## config.mk

```make
export PLATFORM = sky130hd
export DESIGN_NAME = tra_cell
export DESIGN_NICKNAME = d
export VERILOG_FILES = /design/src/rtl/tra_pkg.sv /design/src/rtl/tra_cell.sv
export SDC_FILE = /design/constraint.sdc
export NUM_CORES = 1
export LEC_CHECK = 0
export BUFFER_PORTS_ARGS = -buffer_cell sky130_fd_sc_hd__buf_2
export CAP_MARGIN = 20
export CORE_UTILIZATION = 25
export CTS_BUF_LIST = sky130_fd_sc_hd__clkbuf_4
export DETAILED_ROUTE_END_ITERATION = 16
export PLACE_DENSITY = 0.42
export SETUP_SLACK_MARGIN = 0.15
export SYNTH_ARGS = -nofsm -noshare
export SYNTH_HDL_FRONTEND = slang
export SYNTH_SLANG_ARGS = --single-unit
```

## constraint.sdc

```tcl
create_clock -name clk -period 7.3 [get_ports clk]
set_input_delay 1.46 -clock clk [delete_from_list [all_inputs] [get_ports clk]]
set_output_delay 1.46 -clock clk [all_outputs]
set_load 0.005 [all_outputs]
```

## src/rtl/tra_pkg.sv

```systemverilog
`default_nettype none
package tra_pkg;

	localparam int MAX_REGIONS = 16;
	localparam int SIZE_BITS   = 20;
	localparam int ADDR_W      = 64;
	localparam int CNT_W       = $clog2(MAX_REGIONS + 1);
	localparam int TOTAL_W     = 32;

	typedef enum logic [2:0] {
		ST_REGISTERED = 3'd0,
		ST_FULL       = 3'd1,
		ST_MISS       = 3'd2,
		ST_ENTRY      = 3'd3,
		ST_MIDDLE     = 3'd4
	} status_t;

	// An item as it travels down the row of region cells.
	typedef struct packed {
		logic                 audit;
		logic [ADDR_W-1:0]    address;
		logic [CNT_W-1:0]     count;
		logic                 found;
		logic [SIZE_BITS-1:0] offset;
		logic [ADDR_W-1:0]    copy;
		status_t              status;
	} item_t;

	function automatic logic [TOTAL_W-1:0] sat_inc(input logic [TOTAL_W-1:0] v);
		sat_inc = (&v) ? v : v + TOTAL_W'(1);
	endfunction

endpackage
`default_nettype wire

```

## src/rtl/tra_cell.sv

```systemverilog
`default_nettype none
module tra_cell
	import tra_pkg::*;
(
	input  wire logic                 clk,
	input  wire logic                 arst_n,
	input  wire logic                 adv,
	input  wire logic [CNT_W-1:0]     cell_idx,
	input  wire logic                 we,
	input  wire logic [ADDR_W-1:0]    wr_trap,
	input  wire logic [ADDR_W-1:0]    wr_copy,
	input  wire logic [SIZE_BITS-1:0] wr_len,
	input  wire logic                 in_valid,
	input  wire item_t                in_item,
	output logic                      out_valid,
	output item_t                     out_item
);

	logic [ADDR_W-1:0]    trap_q;
	logic [ADDR_W-1:0]    copy_q;
	logic [SIZE_BITS-1:0] len_q;
	logic                 valid_q;
	item_t                item_q;
	logic [ADDR_W:0]      diff;
	logic                 hit;
	item_t                nxt;

	always_ff @(posedge clk) begin
		if (we) begin
			trap_q <= wr_trap;
			copy_q <= wr_copy;
			len_q  <= wr_len;
		end
	end

	// The 65-bit difference gives the borrow for address below start, and the
	// offset must fit under the length, so the range end never wraps.
	always_comb begin
		diff = {1'b0, in_item.address} - {1'b0, trap_q};
		hit  = in_item.audit && !in_item.found && (cell_idx < in_item.count) &&
		       !diff[ADDR_W] && (diff[ADDR_W-1:SIZE_BITS] == '0) &&
		       (diff[SIZE_BITS-1:0] < len_q);
		nxt  = in_item;
		if (hit) begin
			nxt.found  = 1'b1;
			nxt.offset = diff[SIZE_BITS-1:0];
			nxt.copy   = copy_q;
		end
	end

	always_ff @(posedge clk or negedge arst_n) begin
		if (!arst_n) begin
			valid_q <= 1'b0;
		end else if (adv) begin
			valid_q <= in_valid;
		end
	end

	always_ff @(posedge clk) begin
		if (adv) begin
			item_q <= nxt;
		end
	end

	assign out_valid = valid_q;
	assign out_item  = item_q;

endmodule
`default_nettype wire

```

# After elaboration in Yosys (flattened, before gate mapping)
# Index checks and enable logic that the tools add are counted.
[totals]
ff_bits = 307
input_bits = 316
output_inout_bits = 159
elab_cells = 23
[classes]
addsub = 1
n_lt_le_gt_ge = 2
muxes = 1
n_reduce_logical = 8
[ops]
columns = ["cell", "count"]
rows = [
  ["84-bit two-way mux", 1],
  ["64-bit by 64-bit subtractor with 65-bit output", 1],
  ["44-bit logical NOT", 1],
  ["20-bit < comparator", 1],
  ["1-bit logical AND", 5],
  ["5-bit < comparator", 1],
  ["1-bit logical NOT", 2],
]

# Logic depth before layout (Yosys ltp)
[logic_depth]
ltp_word = 7
mapped_depth = 24

# Worst setup path after synthesis
# OpenSTA, ideal clock, no wires.
[synth_timing]
path_type = "input to register"
start = "in in_item[97] in the netlist's numbering"
end = "reg item_q (netlist bit out_item[78]), data pin"
setup_ps = 260
t_arrival_ps = 5602
required_time_ps = 7040
setup_slack_ps = 1438
cell_stages = 23
n_path_buf = 2
cell_sequence = "ha_1 -> o211ai_1 -> a21oi_1 -> o21ai_0 -> a21oi_1 -> a21oi_1 -> o21a_1 -> o21ai_0 -> xor2_1 -> ha_1 -> nand4_1 -> nor3_1 -> nand2_1 -> o21ai_0 -> a311oi_1 -> nand4_1 -> a2111oi_0 -> nand4_1 -> nor4_1 -> nand4b_1 -> buf_4 -> buf_6 -> mux2_4"
[synth_lines]
columns = ["item", "line", "text"]
rows = [
  ["from (decl)", "tra_cell.sv:14", "input wire item_t in_item,"],
  ["to (signal assigned)", "tra_cell.sv:61", "item_q <= nxt;"],
  ["to (decl)", "tra_cell.sv:23", "item_t item_q;"],
]

==> impl_metrics.yaml <==
global_routing:
  grt_usage_pct: 16.9
  antenna_found_initial: 15
  grt_pass1_wl_um: 80000
  grt_max_degree: 101
  overflow: 0
  grt_pass1_vias: 12900
placement:
  place_area_um2: 19000
  dp_slack_ns: 0.282
  gp_congestion: 0.906
  hpwlAfterDp_um: 43000
  portBuffers: 474
floorplan:
  pin_count: 475
  design.core.area_um2: 61900
  placementRows: 91
  die_h_um: 253
  start_util_pct: 25.4
  die_area_um2: 63800
  die_w_um: 253
synth:
  synth.cell_area_um2: 15700
  yosys-top-cells-area: "edfxtp_1 59%, ha_1 6.9%, a21oi_1 3.6%, mux2_1 3.2%, inv_1 2.6%"
  synth_edf_count: 306
  synth.top_cell.area_share_pct: 58.5
  synth_seq_cells: 307
  postSynthCellCount: 1290
  synthArstFlopShare_pct: 0.326
  synthDistinctLibCells: 77
  synth.avg_cell_area_um2: 12.2
  synth_nets: 1694
  synth_top_cell_by_area: "edfxtp_1"
  ys.flop_type: "edfxtp_1"
  yosysWarnings: 0
  synth_seq_area_share_pct: 58.7
run_status:
  outcome: "completed"
clock_tree:
  numCtsBuffers: 89
  cts_num_sinks: 307
  cts_root_buffer: "clkbuf_4"
  clk_latency_ns: 0.85
  cts_buffer_depth: 3
  ctsHtreeMaxLevel: 3
  cts_resized: 0
  holdBufCountCts: 0
  cts_setup_buffers: 0
  cts_tree: "built"
  clk_pin_slew_ns: 0.07
routing:
  route.met3.wl_um: 4070
  highest_layer: "met5"
  drc: 0
  drtIter0Drc: 749
  first_pass_iters: 6
  wl_met1_um: 23400
  via_per_inst: 4.60
  met2_wirelength_um: 26200
  wl_um: 55200
  ant_nets: 0
  dr_total_vias: 12600
  wl_per_cell_um: 20.2
critical_path:
  crit_chain: "buf_2 > ha_1 > o211ai_1 > a21oi_1 > o21ai_0 > a21oi_1 > a21oi_1 > o21a_1 > o21ai_0 > xor2_1 > ha_1 > nand4_1 > nor3_1 > nand2_1 > o21ai_0 > a311oi_1 > nand4_1 > a2111oi_0 > nand4_1 > nor4_1 > nand4b_1 > buf_4 > mux2_1"
  critPathLaunchType: "input port"
  crit_cells: 23
  r2r-start: "trap_q[6]"
  startpoint: "in_item[97]"
  worstPathRequired_ns: 7.86
  cp-end-kind: "flip-flop"
  slowest_stage: "mux2_1"
  crit_end: "out_item[57]"
  crit_family: "compound AO/OA/AOI/OAI gates"
  rr_endpoint: "out_item[57]"
  cp.buffers_inverters: 2
  path_max_fanout: 53
  arrival_ns: 6.77
  reg2regPathDepth: 23
  ff2ff_setup_slack_ns: 1.46
  worstSetupPathType: "input port to flip-flop"
  max_stage_delay_ns: 0.43
sta:
  tightest_slew_ns: 1.06
  whs_ns: 0.372
  final_hold_viol_count: 0
  fin_tns_setup_ns: 0
  slew_violations: 0
  period_needed_ns: 6.21
  skew_ns: 0.0755
  setup_ws_ns: 1.09
  period_share_pct: 85.1
  setup_violations: 0
  timing.fmax_mhz: 161
  maxSlewHeadroom_pct: 29.1
  rsz0062_at_grt: "no"
layout:
  final_area_um2: 20100
  drive_gt1_share_pct: 35.3
  area_growth_syn_to_layout_pct: 28.3
  multi_input_area_um2: 5910
  fin_nets: 2231
  fillers: 6516
  seq_area_um2: 9210
power_and_ir_drop:
  ir_worst_vdd_mv: 0.125
  leakagePower_uw: 0.00838
  power.density_nw_per_um2: 233
  power_uw: 4700
run:
  drv_cap: 0
min_path:
  hp-class: "input port to asynchronous set/reset pin"
logic make-up (layout without fill, tap and decap cells):
logic type / Yosys count / in the layout / synth area share, %
simple gates: 330 / 330 / 10.2
flops: 307 / 307 / 58.7
compound gates: 296 / 296 / 11.7
buf+inv: 142 / 743 / 3.68
mux: 89 / 89 / 6.54
fa+ha+maj: 88 / 88 / 7.06
xor+xnor: 38 / 38 / 2.12
other cells: 0 / 5 / 0
through the flow:
step / cells / utilization (%)
final: 2733 / 32.5
after global placement: 2573 / 30.7
after global routing: 2730 / 32.5
after detailed placement: 2573 / 30.7
after floorplan: 1290 / -
after CTS: 2728 / 32.5
synthesized netlist by cell type, types with 3 or more instances:
master     instances
a211oi_1          12
a21boi_0           3
a21o_1             9
a21oi_1          113
a221oi_1           3
a311oi_1           3
a31oi_1            7
and2_1             3
and3_1             3
buf_2              3
buf_6              5
clkbuf_1          26
edfxtp_1         306
ha_1              87
inv_1            107
mux2_1            45
mux2_2            32
mux2_4             8
mux2i_1            4
nand2_1          101
nand2b_1          16
nand3_1           15
nand3b_1           3
nand4_1           36
nor2_1            79
nor2b_1            4
nor3_1            31
nor3b_1            4
nor4_1            10
o2111ai_1          5
o211ai_1           8
o21a_1            16
o21ai_0           66
o21ai_1            7
o21bai_1           5
o221ai_1           3
o311ai_0           3
o31ai_1            5
or3_1              7
or4_1              3
xnor2_1           23
xor2_1            15
cells in the final DEF, fill, tap and decap left out, drive strengths merged, types with 5 or more instances in the layout:
master   synthesis  routed
nand4           36      36
o21ai           73      73
nor4            10      10
or3              7       7
nor2            79      79
xor2            15      15
nand2          101     101
inv            107     112
o21a            16      16
nand2b          16      16
o211ai           8       8
o21bai           5       5
a21oi          115     115
mux2            85      85
clkinv           0      20
a211oi          13      13
edfxtp         306     306
xnor2           23      23
a31oi            7       7
o2111ai          5       5
a21o             9       9
o31ai            5       5
nor3            31      31
ha              87      87
diode            0       5
nand3           15      15
buf              9     481
clkbuf          26     130
power breakdown:
group          switching (µW)  internal (µW)  total, µW
combinational             591            362        953
clock                     798            822       1620
sequential               33.5           2100       2130
total                    1420           3280       4700
state kept, by name, indices dropped and copies added (netlist names):
register and cells:
len_q 20, out_item 158, trap_q 64, copy_q 64, out_valid 1
area by class of cell:
| type | instances | area share [%] |
|---|---|---|
| diodes | 5 | 0.0621 |
| clock buffers | 130 | 4.85 |
| clock inverters | 25 | 0.646 |
| inverters | 107 | 1.99 |
| multi-input cells | 841 | 29.3 |
| flip-flops and latches | 307 | 45.7 |
| well taps | 837 | 5.20 |
| repair buffers | 481 | 12.2 |
worst min-delay path by stage:
stage                         to  depth (start not counted)
finish                 out_valid                          1
detailed placement     out_valid                          1
global placement       out_valid                          1
floorplan           out_item[37]                          1
CTS                    out_valid                          1
global route           out_valid                          1
layer usage:
metal | global-route usage [%] | vias to the layer above
met2 | 27.4 | 434
li1 | - | 6007
met3 | 5.28 | 103
met5 | 0 | -
met4 | 6.65 | 20
met1 | 20.8 | 6005
(Power assumes the default switching activity.)
