===== config.mk =====
export PLATFORM = sky130hd
export DESIGN_NAME = tra_tail
export DESIGN_NICKNAME = d
export VERILOG_FILES = /design/src/rtl/tra_pkg.sv /design/src/rtl/tra_tail.sv
export SDC_FILE = /design/constraint.sdc
export NUM_CORES = 1
export LEC_CHECK = 0
export ABC_AREA = 1
export BUFFER_PORTS_ARGS = -buffer_cell sky130_fd_sc_hd__clkbuf_2
export CORE_ASPECT_RATIO = 1.5
export CORE_UTILIZATION = 58
export DETAILED_ROUTE_END_ITERATION = 8
export GPL_TIMING_DRIVEN = 0
export PLACE_DENSITY = 0.88
export SETUP_SLACK_MARGIN = 0.05
export SLEW_MARGIN = 20
export SYNTH_ARGS = -nofsm -noshare
export SYNTH_HDL_FRONTEND = slang
export SYNTH_SLANG_ARGS = --single-unit

===== constraint.sdc =====
create_clock -name clk -period 4.3 [get_ports clk]
set_input_delay 0.215 -clock clk [delete_from_list [all_inputs] [get_ports clk]]
set_output_delay 0.215 -clock clk [all_outputs]
set_load 0.02 [all_outputs]

===== src/rtl/tra_pkg.sv =====
`default_nettype none
package tra_pkg;

	localparam int MAX_REGIONS = 16;
	localparam int SIZE_BITS   = 20;
	localparam int ADDR_W      = 64;
	localparam int CNT_W       = $clog2(MAX_REGIONS + 1);
	localparam int TOTAL_W     = 32;

	typedef enum logic [2:0] {
		ST_REGISTERED = 3'd0,
		ST_FULL       = 3'd1,
		ST_MISS       = 3'd2,
		ST_ENTRY      = 3'd3,
		ST_MIDDLE     = 3'd4
	} status_t;

	// An item as it travels down the row of region cells.
	typedef struct packed {
		logic                 audit;
		logic [ADDR_W-1:0]    address;
		logic [CNT_W-1:0]     count;
		logic                 found;
		logic [SIZE_BITS-1:0] offset;
		logic [ADDR_W-1:0]    copy;
		status_t              status;
	} item_t;

	function automatic logic [TOTAL_W-1:0] sat_inc(input logic [TOTAL_W-1:0] v);
		sat_inc = (&v) ? v : v + TOTAL_W'(1);
	endfunction

endpackage
`default_nettype wire


===== src/rtl/tra_tail.sv =====
`default_nettype none
module tra_tail
	import tra_pkg::*;
(
	input  wire logic                clk,
	input  wire logic                arst_n,
	input  wire logic                adv,
	input  wire logic                in_valid,
	input  wire item_t               in_item,
	output logic                     res_valid,
	output status_t                  res_status,
	output logic [ADDR_W-1:0]        res_redirect,
	output logic                     res_rerand,
	output logic [TOTAL_W-1:0]       res_benign,
	output logic [TOTAL_W-1:0]       res_gadget,
	output logic [TOTAL_W-1:0]       res_trigger
);

	logic                 valid_q;
	status_t              status_q;
	logic [ADDR_W-1:0]    redirect_q;
	logic                 rerand_q;
	logic [TOTAL_W-1:0]   benign_q;
	logic [TOTAL_W-1:0]   gadget_q;
	logic [TOTAL_W-1:0]   trigger_q;
	logic                 entry_hit;
	logic                 middle_hit;

	assign entry_hit  = in_item.audit && in_item.found && (in_item.offset == '0);
	assign middle_hit = in_item.audit && in_item.found && (in_item.offset != '0);

	always_ff @(posedge clk or negedge arst_n) begin
		if (!arst_n) begin
			valid_q   <= 1'b0;
			benign_q  <= '0;
			gadget_q  <= '0;
			trigger_q <= '0;
		end else if (adv) begin
			valid_q <= in_valid;
			if (in_valid && entry_hit) begin
				benign_q <= sat_inc(benign_q);
			end
			if (in_valid && middle_hit) begin
				gadget_q  <= sat_inc(gadget_q);
				trigger_q <= sat_inc(trigger_q);
			end
		end
	end

	always_ff @(posedge clk) begin
		if (adv) begin
			rerand_q <= middle_hit;
			if (in_item.audit && in_item.found) begin
				redirect_q <= in_item.copy + ADDR_W'(in_item.offset);
				status_q   <= entry_hit ? ST_ENTRY : ST_MIDDLE;
			end else begin
				redirect_q <= '0;
				status_q   <= in_item.status;
			end
		end
	end

	assign res_valid    = valid_q;
	assign res_status   = status_q;
	assign res_redirect = redirect_q;
	assign res_rerand   = rerand_q;
	assign res_benign   = benign_q;
	assign res_gadget   = gadget_q;
	assign res_trigger  = trigger_q;

endmodule
`default_nettype wire


==> Yosys cells after proc, flatten, opt, wreduce, memory -nomap -nowiden <==
Cells that the tools add are included.
{ "word_totals": {"memories": 0, "wordCells": 29, "in_bits": 162, "latchBits": 0, "romBits": 0, "reg_bits": 165, "mem_bits_rw": 0, "output_inout_bits": 165} }
{ "op_classes": {"n_reduce_logical": 13, "mul": 0, "magnitude_cmp": 0, "n_bitwise": 3, "muxes": 2, "shift": 0, "eq_ne": 0, "div_mod_pow": 0, "add_sub_neg": 4} }
{ "ops": {"columns": ["cell", "n"], "rows": [
  ["adder 32 x 1 -> 32 bit (second input constant)", 3],
  ["AND reduction 32 bit", 3],
  ["adder 64 x 20 -> 64 bit", 1],
  ["zero test 20 bit", 1],
  ["nonzero test 20 bit", 1],
  ["AND reduction 3 bit", 3],
  ["2-to-1 mux 3 bit", 2],
  ["logical AND 1 bit", 5],
  ["NOT 1 bit", 3]
]} }

==> Logic depth before layout (Yosys ltp) <==
Gate-level depths: netlist (run 1).
{ "depth": {"ltp_word": 4, "depth_mapped": 15, "depth_no_buf": 15} }

==> Worst setup path after synthesis (run 1) <==
No wires, ideal clock.
{ "synth_path": {"kind": "input port to flip-flop", "startpoint": "input in_item[3] in the netlist's numbering", "endpoint": "register redirect_q[38] (netlist: res_redirect[38]) (data pin)", "setup_slack_ns": 2.347, "n_path_buf": 0, "t_required_ns": 4.047, "arrival_time_ns": 1.700, "setup_time_ns": 0.253, "stages": 15, "path_cell_list": "ha_1 > inv_1 > fa_1 > inv_1 > nand3_1 > nand2_1 > nand2_1 > nand2_1 > nand2_1 > nand3_1 > nand2_1 > inv_1 > nand2_1 > nand2_1 > nor2_1"} }
{ "synth_via": {"elab_chain_len": 1} }
{ "synth_rtl": {"columns": ["element", "line", "source"], "rows": [
  ["from (decl)", "tra_tail.sv:9", "input wire item_t in_item,"],
  ["adder 64 x 20 -> 64 bit", "tra_tail.sv:54", "redirect_q <= in_item.copy + ADDR_W'(in_item.offset);"],
  ["to (signal assigned)", "tra_tail.sv:54", null],
  ["to (decl)", "tra_tail.sv:21", "logic [ADDR_W-1:0] redirect_q;"]
]} }
Every way passes these cells.
A chain may end at the register's enable or synchronous reset.

==> Worst setup path in the final report (run 1) <==
{ "layout_path": {"startpoint": "register trigger_q[0] (netlist: res_trigger[0])", "endpoint": "register trigger_q[8] (netlist: res_trigger[8])"} }
{ "layout_via": {"elab_chain_len": 3, "word_cells_on_any_way": 4, "cone_classes": "add/sub: 1; bitwise: 1; reduce/logical: 2"} }
{ "layout_rtl": {"columns": ["element", "line", "source"], "rows": [
  ["from (decl)", "tra_tail.sv:25", "logic [TOTAL_W-1:0] trigger_q;"],
  ["from (signal assigned)", "tra_tail.sv:45", "trigger_q <= sat_inc(trigger_q);"],
  ["branches (longest 3 deep; another with adder 32 x 1 -> 32 bit)", null, null]
]} }
Several ways; the timed one is not identified.

==> impl_metrics.json, run 1 <==
{
  "status": "completed",
  "tightest_slew_ns": 0.7783,
  "finalSetupTns_ns": 0,
  "power.density_mw_per_mm2": 325.2,
  "grt_remaining_overflow": 0,
  "leakagePower_nw": 7.025,
  "max-vdd-ir-drop_mv": 0.2561,
  "synth_area_mm2": 0.01176,
  "cts_tree": "yes",
  "clockBufferDepth": 2,
  "clock-skew-final_ns": 0.007575,
  "drc_errors": 0,
  "r2r-end": "res_trigger[8]",
  "synth_edf_count": 68,
  "ys_seq_elements": 165,
  "avgSynthCellArea_um2": 6.819,
  "synth_cell_type_count": 40,
  "max_freq_mhz": 433.5,
  "port_buffers": 257,
  "dr.max_layer_used": "met4",
  "setup_viol": 0,
  "die_height_um": 176.4,
  "track_usage_pct": 40.90,
  "syn-instance-count": 1725,
  "final_nets": 2190,
  "numCtsBuffers": 17,
  "critPathCapture": "res_trigger[8]",
  "finalHoldViolCount": 0,
  "first_iter_violations": 1070,
  "max_cap_violations": 0,
  "crit_required_ns": 4.65,
  "fill_cells": 1682,
  "met2_length_mm": 21.62,
  "arrival_ns": 2.66,
  "grt_pass1_vias": 12592,
  "io_pins": 327,
  "grt_pass1_wl_mm": 64.99,
  "max-slew-margin-rel_pct": 48.11,
  "reg2reg_slack_ns": 1.99,
  "dp_slack_ns": 1.753,
  "period_needed_ns": 2.307,
  "rsz0062_at_grt": "false",
  "min_path_type": "in -> reg",
  "final.period_utilization_pct": 53.64,
  "syn-num-nets": 1911,
  "yosys_warnings": 0,
  "clkSinkCount": 165,
  "postRouteAntennaNets": 0,
  "postCtsSetupRepairBufs": 0,
  "met3_length_mm": 2.681,
  "synthArstFlopShare_pct": 58.79,
  "htreeDepth": 4,
  "reg2regPathDepth": 11,
  "via_per_inst": 5.702,
  "diodes": 0,
  "r2r_start": "res_trigger[0]",
  "wl_mm": 42.14,
  "dr.pass1.iters": 7,
  "power_mw": 4.549,
  "cts_resized": 0,
  "die_x_um": 118.3,
  "path_class": "reg -> reg",
  "detailed_place_hpwl_mm": 33.45,
  "core-area_mm2": 0.01979,
  "routedWlPerCell_um": 18.51,
  "cp_max_fo": 10,
  "report.final.slew_viol_count": 0,
  "die-area_mm2": 0.02087,
  "gp_congestion": 1.042,
  "wl_met1_mm": 14.08,
  "cts_root_buf": "clkbuf_16",
  "initial_core_util_pct": 59.45,
  "ys_seq_area_share_pct": 38.00,
  "setup.worst_path.start_class": "register",
  "clk_pin_slew_ns": 0.07,
  "finalWorstSetupSlack_ns": 1.993,
  "setup.worst_path.end_class": "register",
  "drive_gt1_share_pct": 16.86,
  "insertion_delay_ns": 0.44,
  "vias": 12983,
  "antenna_found_initial": 0,
  "ys.flop_type": "dfrtp_1",
  "areaGrowthSynthToFinish_pct": 18.90,
  "num_rows": 63,
  "critPathLaunch": "res_trigger[0]",
  "grt_max_degree": 84
}
==> state kept, by name (all words and copies together), names as in the netlist <==
register	flops
res_benign	32
res_gadget	32
res_redirect	64
res_rerand	1
res_status	3
res_trigger	32
res_valid	1
==> metal layers <==
| metal | GRT usage, % | vias to the layer above |
|---|---|---|
| met2 | 74.31 | 778 |
| li1 | - | 6067 |
| met3 | 5.782 | 227 |
| met4 | 35.79 | 0 |
| met5 | 0 | - |
| met1 | 40.69 | 5911 |
==> cells in the final DEF, fill, tap and decap left out, types with 3 or more instances in the layout <==
master,instances
nand2_1,598
clkbuf_2,255
inv_1,227
nor2_1,217
dfrtp_1,97
nand3_1,95
xor2_1,74
edfxtp_1,68
nor3_1,67
a21oi_1,56
o21ai_0,51
nand4_1,43
ha_1,23
clkbuf_16,17
o21ai_1,14
o21ai_2,12
xnor2_1,11
clkbuf_1,10
nand3b_1,9
buf_6,8
buf_2,7
nor3_2,6
o21a_1,5
nor2_2,4
inv_2,3
nand2_2,3
clkbuf_8,3
==> cells by family (layout without fill, tap and decap cells) <==
group,count (synthesis),count (layout),synth area share [%]
mux,1,1,0.09573
buf+inv,257,549,8.935
xor+xnor,85,85,6.329
flops,165,165,38.00
fa+ha+maj,24,24,2.617
compound gates,142,142,6.648
simple gates,1051,1051,37.38
==> worst min-delay path by stage <==
| stage | start | to | slack [ns] | depth (start not counted) |
|---|---|---|---|---|
| final | in_item[1] | res_status[1] | 0.06 | 3 |
| after global routing | in_item[2] | res_status[2] | 0.07 | 3 |
| after CTS | in_item[1] | res_status[1] | 0.06 | 3 |
| after detailed placement | arst_n | res_gadget[6] | 0.08 | 1 |
| after global placement | res_gadget[31] | res_gadget[31] | 0.49 | 2 |
| after floorplan | arst_n | res_benign[0] | -0.08 | 0 |
==> cell type report <==
class | instances | area [um2] | area share [%]
clock inverters | 10 | 71.32 | 0.5099
flip-flops and latches | 165 | 4469 | 31.96
inverters | 231 | 869.6 | 6.218
clock buffers | 22 | 464.2 | 3.319
well taps | 260 | 325.3 | 2.326
repair buffers | 260 | 1363 | 9.742
plain buffers | 26 | 181.4 | 1.297
multi-input cells | 1303 | 6242 | 44.63
==> cells in the mapped netlist, drive strengths merged (2+ instances only) <==
cell type  instances  area, um2
inv              231      869.6
o21a               5      37.54
clkbuf             7      26.28
a21oi             56      280.3
nor3              73      395.4
nor4               2      18.77
buf               19      155.1
xnor2             11      96.34
nor2             223      862.1
xor2              74      648.1
nand3             97      495.5
and2               2      12.51
dfrtp             97       2427
ha                23      287.8
a21boi             2      18.77
o21ai             77      430.4
nand3b             9      67.56
edfxtp            68       2042
nand2            601       2263
nand4             44      281.5
==> stage by stage <==
step	utilization, %	instances	cell area, um2	hold WS [ns]
final	70.69	2277	13990	0.05861
after global routing	70.69	2277	13990	0.07198
after CTS	70.69	2277	13990	0.06214
after global placement	67.60	2242	13370	0.4903
after detailed placement	67.93	2244	13440	0.07900
after floorplan	-	1725	11760	-0.08059
==> repair_timing <==
item | CTS | global route
setup endpoints to repair | 0 | 0
hold buffers | 1 | 0
hold endpoints to repair | 97 | 0
==> power by group <==
| part | internal, mW | switching [mW] |
|---|---|---|
| logic | 0.338 | 0.760 |
| registers | 1.80 | 0.181 |
| clock network | 0.774 | 0.694 |
| total | 2.91 | 1.64 |
==> critical path: stages, from the launching register on <==
cell and delay, ns:
dfrtp_1 0.45, ha_1 0.29, nand3_1 0.18, inv_1 0.10
nand2_1 0.13, nor2_1 0.08, nand2_1 0.08, nand2_2 0.13
nor2_4 0.27, buf_2 0.32, nand2_1 0.09, o21ai_0 0.09
Note: power is estimated with default switching activity, not from simulation.
==> inputs of run 2 (changes only) <==
--- a/config.mk
+++ b/config.mk
@@ -5,13 +5,13 @@
 export SDC_FILE = /design/constraint.sdc
 export NUM_CORES = 1
 export LEC_CHECK = 0
-export ABC_AREA = 1
+export ABC_AREA = 0
 export BUFFER_PORTS_ARGS = -buffer_cell sky130_fd_sc_hd__clkbuf_2
 export CORE_ASPECT_RATIO = 1.5
-export CORE_UTILIZATION = 58
+export CORE_UTILIZATION = 51
 export DETAILED_ROUTE_END_ITERATION = 8
 export GPL_TIMING_DRIVEN = 0
-export PLACE_DENSITY = 0.88
+export PLACE_DENSITY = 0.83
 export SETUP_SLACK_MARGIN = 0.05
 export SLEW_MARGIN = 20
 export SYNTH_ARGS = -nofsm -noshare
==> constraint.sdc (replaced) <==
create_clock -name clk -period 2.4 [get_ports clk]
set_input_delay 0.12 -clock clk [delete_from_list [all_inputs] [get_ports clk]]
set_output_delay 0.12 -clock clk [all_outputs]
set_load 0.02 [all_outputs]
==> impl_metrics.json, run 2 <==
{
  "status": "complete, but fails checks",
  "violations": "DRC",
  "leakagePower_nw": 5.437,
  "vias": 8666,
  "ys_top_cells_by_area": "dfrtp_1 (26%), edfxtp_1 (22%), xnor2_1 (6.8%)",
  "io_pins": 327,
  "clkPwrFrac_pct": 37.7,
  "max_cap_violations": 0,
  "p_sw_share_pct": 30.82,
  "switchingPower_mw": 2.200,
  "power.density_mw_per_mm2": 592.0,
  "clock-skew-final_ns": 0.01348,
  "final.period_utilization_pct": 97.42,
  "p_seq_share_pct": 45.4,
  "setup.worst_path.start_class": "register",
  "die_x_um": 111.8,
  "p_int_mw": 4.938,
  "crit_chain": "and4_4 -> and4_2 -> and3_4 -> a311o_1 -> buf_4 -> or2_4 -> nor3_4 -> xor2_1",
  "finalHoldViolCount": 0,
  "yosysTopAreaCell": "dfrtp_1",
  "arrival_ns": 2.67,
  "postRouteAntennaNets": 0,
  "synth_edf_count": 68,
  "clk_pin_slew_ns": 0.07,
  "initial_core_util_pct": 52.69,
  "tightest_slew_ns": 0.7897,
  "routedWlPerCell_um": 18.94,
  "diodes": 0,
  "setup.worst_path.end_class": "register",
  "areaGrowthSynthToFinish_pct": 30.77,
  "numCtsBuffers": 17,
  "gp_congestion": 1.001,
  "whs_ns": 0.02178,
  "port_buffers": 257,
  "num_rows": 59,
  "mostFrequentLayoutCell": "clkbuf_2",
  "via_per_inst": 5.940,
  "clockBufferDepth": 2,
  "hold_start": "in_valid",
  "r2r_start": "res_gadget[19]",
  "holdPathEnd": "res_valid",
  "first_iter_violations": 755,
  "avgSynthCellArea_um2": 10.21,
  "pwr-share-comb_pct": 16.9,
  "cp_num_buf_inv": 1,
  "ys_seq_area_share_pct": 48.48,
  "yosys_warnings": 0,
  "detailed_place_hpwl_mm": 19.37,
  "die-area_mm2": 0.01863,
  "power_mw": 7.137,
  "grt_pass1_vias": 8445,
  "setup_viol": 0,
  "slowest_delay_ns": 0.43,
  "period_needed_ns": 2.338,
  "final_util_pct": 68.91,
  "drc_errors": 23,
  "track_usage_pct": 28.76,
  "grt_pass1_wl_mm": 42.16,
  "crit_required_ns": 2.73,
  "ys.flop_type": "dfrtp_1",
  "critPathSlowestCell": "dfrtp_1",
  "ys_seq_elements": 165,
  "cp_max_fo": 10,
  "yosysTopAreaCellShare_pct": 26.33,
  "dr.pass1.iters": 8,
  "drive_gt1_share_pct": 34.99,
  "antenna_found_initial": 0,
  "cts_root_buf": "clkbuf_16",
  "syn-num-nets": 1089,
  "crit_family": "simple AND/OR/NAND/NOR gates",
  "synth_area_mm2": 0.009219,
  "final_cell_mix": "clkbuf_2 (257), nand2_1 (86), dfrtp_1 (73)",
  "synth_commonest_cells": "dfrtp_1 (97), nand2_1 (86), xnor2_1 (72), edfxtp_1 (68), nor2_1 (68)",
  "hold_path_depth": 3,
  "path_class": "reg -> reg",
  "fill_cells": 1297,
  "syn-instance-count": 903,
  "crit_cells": 8,
  "yosysMostFrequentCell": "dfrtp_1",
  "largest_reg_flops": 64,
  "min_path_type": "in -> reg",
  "insertion_delay_ns": 0.43,
  "die_height_um": 166.7,
  "final_nets": 1419,
  "max-slew-margin-rel_pct": 47.00,
  "cts_tree": "yes",
  "report.final.slew_viol_count": 0,
  "grt_max_degree": 89,
  "wl_mm": 27.64,
  "reg2reg_slack_ns": 0.06,
  "synthArstFlopShare_pct": 58.79,
  "core-area_mm2": 0.01750,
  "htreeDepth": 4,
  "grt_remaining_overflow": 0,
  "max-vdd-ir-drop_mv": 0.3406,
  "synth_cell_type_count": 73,
  "r2r-end": "res_gadget[25]",
  "reg2regPathDepth": 8,
  "max_freq_mhz": 427.7,
  "clkSinkCount": 165
}
-- run 2: cell families (layout without fill, tap and decap cells) --
family | count (synthesis) | in the layout | share of synthesized area (%)
AO/OA/AOI/OAI | 140 | 140 | 10.26
AND/OR/NAND/NOR | 404 | 404 | 23.71
adder cells (fa/ha/maj) | 24 | 24 | 3.339
buffers and inverters | 45 | 388 | 2.117
multiplexers | 12 | 12 | 1.357
XOR/XNOR | 113 | 113 | 10.74
flip-flops | 165 | 165 | 48.48
-- run 2: power groups by stage --
stage,clock [mW],combinational (mW),sequential [mW]
finish,2.69,1.21,3.24
global route,2.81,1.30,3.26
CTS,2.69,1.17,3.23
detailed placement,0,1.14,3.29
global placement,0,1.11,3.28
floorplan,0,0.467,3.47
-- run 2: cell type report --
cell class	count	area (um2)	share of cell area, %
inverter	22	82.58	0.6850
multi-input combinational	693	4767	39.54
clock inverter	15	150.1	1.245
buffer	22	107.6	0.8926
tap	213	266.5	2.211
clock buffer	17	425.4	3.529
timing repair buffer	312	1757	14.57
sequential	165	4499	37.32
-- run 2: worst register-to-register path, stage by stage (launching register included) --
cell	delay, ns
dfrtp_1	0.43
and4_4	0.21
and4_2	0.25
and3_4	0.19
a311o_1	0.34
buf_4	0.18
or2_4	0.30
nor3_4	0.15
xor2_1	0.20
-- run 2: worst max path at each step --
stage / startpoint / to / slack [ns]
4_1_cts: res_gadget[19] / res_gadget[29] / 0.02
2_1_floorplan: in_item[3] / res_redirect[34] / 0.02
6_report: res_gadget[19] / res_gadget[25] / 0.06
5_1_grt: res_gadget[26] / res_gadget[25] / -0.05
3_5_place_dp: in_item[67] / res_redirect[40] / -0.48
3_3_place_gp: adv / res_gadget[29] / -1.02
-- run 2: layer usage --
metal	up-vias	GRT usage (%)	part of all wire, %
met1	4191	31.03	36
met4	0	12.34	3.7
li1	3974	-	-
met5	-	0	0
met3	83	6.259	7.4
met2	418	53.36	53
-- run 2: what timing repair did --
action	in CTS	in global routing
resized for setup	12	33
hold buffers	4	0
pin swaps	3	17
hold endpoints to repair	100	0
setup endpoints to repair	24	50
buffers inserted	19	30
-- run 2: metrics by stage --
stage	TNS [ns]	setup slack [ns]	std cells	cell area (um2)
after floorplan	0	0.01598	903	9273
after CTS	0	0.01852	1430	11700
after detailed placement	-13.80	-0.4762	1375	10880
final	0	0.06188	1459	12060
after global placement	-69.03	-1.025	1373	10830
after global routing	-0.07439	-0.04990	1459	12060
==> inputs of run 3 (changes only) <==
--- a/config.mk
+++ b/config.mk
@@ -7,11 +7,13 @@
 export LEC_CHECK = 0
 export ABC_AREA = 0
 export BUFFER_PORTS_ARGS = -buffer_cell sky130_fd_sc_hd__clkbuf_2
+export CELL_PAD_IN_SITES_DETAIL_PLACEMENT = 0
+export CELL_PAD_IN_SITES_GLOBAL_PLACEMENT = 2
 export CORE_ASPECT_RATIO = 1.5
-export CORE_UTILIZATION = 51
+export CORE_UTILIZATION = 30
 export DETAILED_ROUTE_END_ITERATION = 8
 export GPL_TIMING_DRIVEN = 0
-export PLACE_DENSITY = 0.83
+export PLACE_DENSITY = 0.81
 export SETUP_SLACK_MARGIN = 0.05
 export SLEW_MARGIN = 20
 export SYNTH_ARGS = -nofsm -noshare
==> constraint.sdc (replaced) <==
create_clock -name clk -period 2.17 [get_ports clk]
set_input_delay 0.1085 -clock clk [delete_from_list [all_inputs] [get_ports clk]]
set_output_delay 0.1085 -clock clk [all_outputs]
set_load 0.02 [all_outputs]
==> impl_metrics.json, run 3 (synthesis gave the netlist of run 2 again) <==
{
  "grt_remaining_overflow": 0,
  "final_nets": 1446,
  "p_sw_share_pct": 30.64,
  "cts_tree": "yes",
  "clkPwrFrac_pct": 37.2,
  "switchingPower_mw": 2.477,
  "grt_max_degree": 89,
  "detailed_place_hpwl_mm": 23.05,
  "mostFrequentLayoutCell": "clkbuf_2",
  "routedWlPerCell_um": 18.52,
  "period_needed_ns": 2.208,
  "io_pins": 327,
  "max_freq_mhz": 452.9,
  "max-slew-margin-rel_pct": 47.72,
  "final_cell_mix": "clkbuf_2 (253), nand2_1 (84), xnor2_1 (72)",
  "track_usage_pct": 19.44,
  "drive_gt1_share_pct": 40.30,
  "htreeDepth": 4,
  "cp_max_fo": 5,
  "finalHoldViolCount": 0,
  "tightest_slew_ns": 0.7841,
  "insertion_delay_ns": 0.44,
  "max-vdd-ir-drop_mv": 0.3909,
  "max_cap_violations": 0,
  "largest_reg_flops": 64,
  "status": "complete, but fails checks",
  "die_x_um": 145.1,
  "wl_mm": 31.03,
  "crit_required_ns": 2.47,
  "final.period_utilization_pct": 101.8,
  "numCtsBuffers": 17,
  "cpMostUsedCell": "o31ai_4",
  "vias": 8344,
  "cp_num_buf_inv": 3,
  "gp_congestion": 0.8202,
  "min_path_type": "in -> reg",
  "clk_pin_slew_ns": 0.07,
  "path_class": "in -> reg",
  "grt_pass1_vias": 8129,
  "drc_errors": 0,
  "core-area_mm2": 0.03025,
  "p_int_mw": 5.609,
  "leakagePower_nw": 5.595,
  "p_seq_share_pct": 44.1,
  "setup.worst_path.start_class": "input port",
  "clkSinkCount": 165,
  "initial_core_util_pct": 30.47,
  "slowest_delay_ns": 0.51,
  "die_height_um": 216.7,
  "cts_root_buf": "clkbuf_16",
  "rsz0062_at_grt": "true",
  "critPathSlowestCell": "or4_1",
  "fill_cells": 3090,
  "finalWorstSetupSlack_ns": -0.03802,
  "die-area_mm2": 0.03145,
  "port_buffers": 257,
  "crit_chain": "buf_8 -> ha_4 -> inv_2 -> fa_2 -> nor2b_4 -> o211ai_1 -> a31o_2 -> o31ai_4 -> buf_6 -> o31ai_4 -> or4_1 -> a21oi_2",
  "crit_family": "compound AO/OA/AOI/OAI gates",
  "power.density_mw_per_mm2": 625.5,
  "via_per_inst": 4.981,
  "whs_ns": 0.03030,
  "areaGrowthSynthToFinish_pct": 40.21,
  "dr.pass1.iters": 4,
  "report.final.slew_viol_count": 0,
  "postRouteAntennaNets": 0,
  "grt_pass1_wl_mm": 46.66,
  "antenna_found_initial": 2,
  "clockBufferDepth": 2,
  "pwr-share-comb_pct": 18.6,
  "reg2reg_slack_ns": 0.07,
  "violations": "setup timing",
  "first_iter_violations": 295,
  "arrival_ns": 2.51,
  "finalSetupTns_ns": -0.04485,
  "setup_viol": 2,
  "num_rows": 78,
  "setup.worst_path.end_class": "register",
  "clock-skew-final_ns": 0.01039
}
run 3: cell count changes in the layout (fill, tap and decap cells not counted), sizes merged:
cell,previous run,this run
buf,60,87
bufinv,0,1
clkbuf,287,281
clkinv,4,6
diode,0,2
dlygate4sd3,4,8
inv,33,30
o211ai,8,9
o31ai,10,11
run 3: final cells by class:
type                       count  area (um2)  area share [%]
antenna                        2       5.005         0.03872
buffer                        19       126.4          0.9776
clock buffer                  17       425.4           3.291
clock inverter                15       141.4           1.094
inverter                      22       82.58          0.6389
multi-input combinational    695        5120           39.61
sequential                   165        4507           34.87
tap                          400       500.5           3.872
timing repair buffer         340        2018           15.61
run 3: power groups by stage:
stage	clock, mW	combinational, mW	sequential, mW
after detailed placement	0	1.36	3.65
after global placement	0	1.34	3.64
after CTS	3.11	1.47	3.57
after floorplan	0	0.551	3.85
after global routing	3.23	1.63	3.59
final	3.01	1.51	3.57
run 3: through the flow:
stage                     power, mW  cells  area (um2)  util [%]  setup slack [ns]
after floorplan               4.396    903        9453         -           -0.2019
after global placement        4.980   1560       11240     37.15            -1.426
after detailed placement      5.005   1562       11310     37.37           -0.9147
after CTS                     8.152   1642       12490     41.28          -0.04651
after global routing          8.455   1675       12930     42.73          -0.07979
final                         8.086   1675       12930     42.73          -0.03802
run 3: worst reg2reg max path: stages, from the launching register on:
cell     delay, ns
dfrtp_2       0.43
and4_4        0.21
and4_4        0.20
and3_4        0.19
a311o_1       0.29
buf_6         0.15
or2_4         0.28
nor3_4        0.14
xor2_1        0.15
run 3: path summary, 6_finish.rpt:
check / start / to / depth (start not counted)
worst min register to register: res_gadget[30] / res_gadget[30] / 1
min in group asynchronous: arst_n / res_trigger[5] / 2
worst min-delay path: in_item[30] / res_redirect[27] / 3
worst max register to register: res_gadget[19] / res_gadget[29] / 8
max in group asynchronous: arst_n / res_gadget[11] / 3
worst max-delay path: in_item[67] / res_redirect[46] / 12
run 3: layer usage:
layer	track usage [%]	vias up	wire length (um)
li1	-	4032	-
met1	21.09	4037	11950
met2	36.07	229	16690
met3	4.400	46	1540
met4	8.105	0	843
met5	0	-	0
run 3: timing repair:
action / CTS / global route
buffers inserted: 43 / 28
hold buffers: 8 / 0
endpoints found under the setup margin: 102 / 82
cloned: 0 / 4
pin swaps: 24 / 22
hold endpoints to repair: 103 / 0
resized for setup: 49 / 45
